--- src/tgs_pkg.sv ---
package tgs_pkg;

    localparam int DATA_W  = 32;
    localparam int CELL_W  = 9;
    localparam int FRAC_W  = 16;
    localparam int COORD_W = CELL_W + FRAC_W;
    localparam int SIDX_W  = 15;
    localparam int ZY_W    = 17;
    localparam int IDX_W   = 25;
    localparam int PROD_W  = 64;

    localparam logic REQ_LOAD  = 1'b0;
    localparam logic REQ_QUERY = 1'b1;

    typedef enum logic [2:0] {
        CFG_ORIGIN_X,
        CFG_ORIGIN_Y,
        CFG_ORIGIN_Z,
        CFG_SCALE_X,
        CFG_SCALE_Y,
        CFG_SCALE_Z,
        CFG_GRID_CELLS
    } cfg_idx_t;

    typedef struct packed {
        logic [2:0][DATA_W-1:0] origin;
        logic [2:0][DATA_W-1:0] scale;
        logic [2:0][CELL_W-1:0] cells;
    } tgs_cfg_t;

    typedef struct packed {
        logic                   req_type;
        logic [SIDX_W-1:0]      sample_index;
        logic [DATA_W-1:0]      sample_value;
        logic [2:0][CELL_W-1:0] lo;
        logic [2:0][FRAC_W-1:0] frac;
    } tgs_item_t;

    // (a*(1-f) + b*f) rounded half up, f in 0.16
    function automatic logic [DATA_W-1:0] lerp16(input logic [DATA_W-1:0] a,
                                                  input logic [DATA_W-1:0] b,
                                                  input logic [FRAC_W-1:0] f);
        logic [FRAC_W:0] wf;
        logic [48:0]     acc;
        wf  = 17'h10000 - {1'b0, f};
        acc = 49'(a) * 49'(wf) + 49'(b) * 49'(f) + 49'd32768;
        return acc[47:16];
    endfunction

endpackage

--- src/tgs_fifo.sv ---
module tgs_fifo
    import tgs_pkg::*;
(
    input  logic      aclk,
    input  logic      aresetn,
    input  logic      push,
    input  tgs_item_t push_item,
    output logic      full,
    input  logic      pop,
    output logic      head_valid,
    output tgs_item_t head_item
);

    localparam int DEPTH = 4;
    localparam int PW    = $clog2(DEPTH);

    tgs_item_t       store_reg [DEPTH];
    logic [PW-1:0]   wr_ptr_reg, rd_ptr_reg;
    logic [PW:0]     count_reg;

    assign full       = (count_reg == (PW+1)'(DEPTH));
    assign head_valid = (count_reg != '0);
    assign head_item  = store_reg[rd_ptr_reg];

    always_ff @(posedge aclk) begin
        if (!aresetn) begin
            wr_ptr_reg <= '0;
            rd_ptr_reg <= '0;
            count_reg  <= '0;
        end else begin
            if (push) begin
                wr_ptr_reg <= wr_ptr_reg + 1'b1;
            end
            if (pop) begin
                rd_ptr_reg <= rd_ptr_reg + 1'b1;
            end
            if (push && !pop) begin
                count_reg <= count_reg + 1'b1;
            end else if (pop && !push) begin
                count_reg <= count_reg - 1'b1;
            end
        end
    end

    always_ff @(posedge aclk) begin
        if (push) begin
            store_reg[wr_ptr_reg] <= push_item;
        end
    end

    a_count_bound: assert property (@(posedge aclk) disable iff (!aresetn)
        count_reg <= (PW+1)'(DEPTH)) else $error("queue count over depth");
    a_no_pop_empty: assert property (@(posedge aclk) disable iff (!aresetn)
        pop |-> count_reg != '0) else $error("pop from empty queue");
    a_no_push_full: assert property (@(posedge aclk) disable iff (!aresetn)
        full |-> !push) else $error("push into full queue");

endmodule

--- config.mk ---
export PLATFORM = sky130hd
export DESIGN_NAME = tgs_fifo
export DESIGN_NICKNAME = d
export VERILOG_FILES = /design/src/tgs_pkg.sv /design/src/tgs_fifo.sv
export SDC_FILE = /design/constraint.sdc
export NUM_CORES = 1
export LEC_CHECK = 0
export BUFFER_PORTS_ARGS = -buffer_cell sky130_fd_sc_hd__clkbuf_2
export CAP_MARGIN = 40
export CORE_UTILIZATION = 39
export CTS_CLUSTER_DIAMETER = 100
export DETAILED_ROUTE_END_ITERATION = 8
export GPL_TIMING_DRIVEN = 0
export PLACE_DENSITY = 0.65
export SETUP_SLACK_MARGIN = 0.4
export SLEW_MARGIN = 20
export SYNTH_ARGS = -nofsm -noshare
export SYNTH_HDL_FRONTEND = slang
export SYNTH_SLANG_ARGS = --single-unit
--- constraint.sdc ---
create_clock -name aclk -period 6.8 [get_ports aclk]
set_input_delay 0.68 -clock aclk [delete_from_list [all_inputs] [get_ports aclk]]
set_output_delay 0.68 -clock aclk [all_outputs]
set_load 0.005 [all_outputs]
==> results.ini <==
[floorplanning]
coreArea_um2 = 45700
die_h_um = 218
ios = 252
die-area_um2 = 47500
placementRows = 78
start_util_pct = 39.8
die_x_um = 218

[power_and_ir_drop]
peakVddDrop_v = 0.000221
p_comb_share_pct = 8.9
switching_share_pct = 20.6
p_total_mw = 7.06
pwr-share-clk_pct = 40.4
power_frac_seq_pct = 50.6
powerDensity_nw_per_um2 = 319
intPower_mw = 5.61
p_sw_mw = 1.45
p_leak_nw = 7.53

[clock_tree]
cts_tree = built
cts_root_buf = clkbuf_16
clk-insertion-delay-late_ns = 0.57
cts_buffers = 50
post_cts_buffers = 0
clkTransAtPathRegs_ns = 0.06
cts_buffer_depth = 3
cts.sink_count = 501
cts-resized-gates = 0
cts_hold_buf = 0
cts_max_level = 2

[yosys]
ys_warn_count = 0
synth-seq-cells = 501
yosysTopAreaCellShare_pct = 81.2
seq_area_frac_synth_pct = 82.2
synth_top_cell_by_area = edfxtp_1
syn_area_um2 = 18200
synth_nets = 819
syn_inst = 686
syn_avg_cell_area_um2 = 26.5
yosys-top-cells-area = edfxtp_1, mux4_2, dfxtp_1, buf_6, buf_2
ys_types = 20

[sta]
tns_ns = 0
finalClockSkew_ns = 0.0211
period_minus_slack_ns = 3.03
rsz0062_at_grt = false
max_freq_ghz = 0.330
hold_viol_final = 0
fin_ws_ns = 3.77
slew_viol_final = 0
tightest_slew_ns = 0.716
whs_ns = 0.320
setup_viol = 0
maxSlewHeadroom_pct = 52.3
final.period_utilization_pct = 44.6

[layout]
multiInputGateArea_um2 = 3030
syn_to_final_growth_pct = 21.9
final_cell_area_um2 = 22200
largest_register_ffs = 492
seqCellArea_um2 = 15000
nFillCells = 3696
drive_above_1_share_pct = 46.6
fin_util_pct = 48.6
final_nets = 1132
layout.cells.non_filler = 1642

[global_routing]
grt_max_degree = 46
gr-total-overflow = 0
grt_usage_pct = 14.8
antenna_found_initial = 4
grt_pass1_wl_mm = 52.6
grt_pass1_vias = 8965

[routing]
wire_per_inst_um = 21.0
viasPerCell = 4.98
drt_first_iter_violations = 458
routed_wl_mm = 34.5
drt_pre_antenna_iters = 4
drc = 0
vias = 8185
postRouteAntennaNets = 0

[critical_path]
endpoint_kind = output port
arrival_ns = 2.35
path_max_fanout = 11
cp.required_ns = 6.12
start_kind = register
critical_path_class = reg -> out
r2r_slack_ns = 4.62

[placed_design]
dpl_worst_slack_ns = 4.22
dp_hpwl_mm = 21.6
io_buffers = 251
gp_congestion = 0.680
dp_cells = 1547
dpl_cell_area_um2 = 20400

[worst_hold_path]
min_path_type = in -> reg

[status]
status = completed

[job]
maxCapViolations = 0

[logic make-up after synthesis]
family	count (synthesis)	synth area share, %
buffers and inverters	32	1.15
xor gates and xnor gates	5	0.241
muxes	125	15.3
DFF	501	82.2
adders and majority gates	6	0.454
AOI/OAI and AO/OA	2	0.0688
and+or+nand+nor	15	0.509
[metal layers]
layer / up-vias / GRT usage [%] / part of all wire [%]
met5: - / 0 / 0.14
met1: 4267 / 19.0 / 42
met3: 64 / 4.97 / 7.9
met4: 8 / 4.76 / 2.1
met2: 237 / 23.8 / 48
li1: 3609 / - / -
[Yosys cell counts]
cell type    n
edfxtp_1   492
fa_1         1
nor2b_1      2
xnor2_1      2
nand2_1      1
nor3b_1      1
buf_8        1
buf_2       14
buf_6        8
ha_1         5
xor2_1       3
mux4_2     123
or3_1        2
mux2i_1      2
clkbuf_1     5
o21ai_0      1
a21boi_0     1
dfxtp_1      9
and2_1       9
inv_1        4
[power groups by stage]
stage	Combinational (mW)	Clock, mW	Sequential, mW
6_report	0.629	2.86	3.58
5_1_grt	0.688	3.04	3.59
4_1_cts	0.651	2.94	3.58
3_5_place_dp	0.649	0	3.65
3_3_place_gp	0.620	0	3.67
2_1_floorplan	0.340	0	3.65
[layout make-up]
| type | count | area share [%] |
|---|---|---|
| repair buffers | 261 | 6.74 |
| well taps | 600 | 3.39 |
| flip-flops and latches | 501 | 67.4 |
| clock inverters | 31 | 1.68 |
| plain buffers | 28 | 0.875 |
| diodes | 2 | 0.0226 |
| inverters | 4 | 0.0677 |
| multi-input cells | 153 | 13.7 |
| clock buffers | 62 | 6.13 |
[critical path, stage by stage, from the launching register on]
cell      delay, ns
dfxtp_1        0.30
buf_2          0.19
buf_2          0.39
buf_2          0.36
mux4_2         0.37
clkbuf_2       0.16
[final timing paths]
path | startpoint | to | depth (start not counted)
max | register | head_item[74] | 5
min | push_item[112] | store_reg[2][112] | 1
max reg2reg | wr_ptr_reg[0] | store_reg[0][49] | 5
min reg2reg | count_reg[2] | count_reg[2] | 2
[placed cells by master, fill, tap and decap left out]
| master | n |
|---|---|
| nor3b_1 | 1 |
| and2_4 | 4 |
| clkbuf_2 | 251 |
| edfxtp_1 | 492 |
| dfxtp_1 | 9 |
| or3_1 | 2 |
| and2_1 | 5 |
| clkinv_1 | 10 |
| o21ai_0 | 1 |
| xnor2_1 | 2 |
| buf_16 | 5 |
| fa_1 | 1 |
| diode_2 | 2 |
| nor2b_1 | 2 |
| clkbuf_16 | 53 |
| buf_2 | 14 |
| a21boi_0 | 1 |
| inv_1 | 4 |
| clkbuf_1 | 14 |
| xor2_1 | 3 |
| mux2i_1 | 2 |
| mux4_2 | 123 |
| inv_6 | 1 |
| buf_12 | 5 |
| buf_8 | 1 |
| ha_1 | 5 |
| bufinv_16 | 9 |
| nand2_1 | 1 |
| clkinv_2 | 11 |
| buf_6 | 8 |
Note: power is estimated with default switching activity, not from simulation.
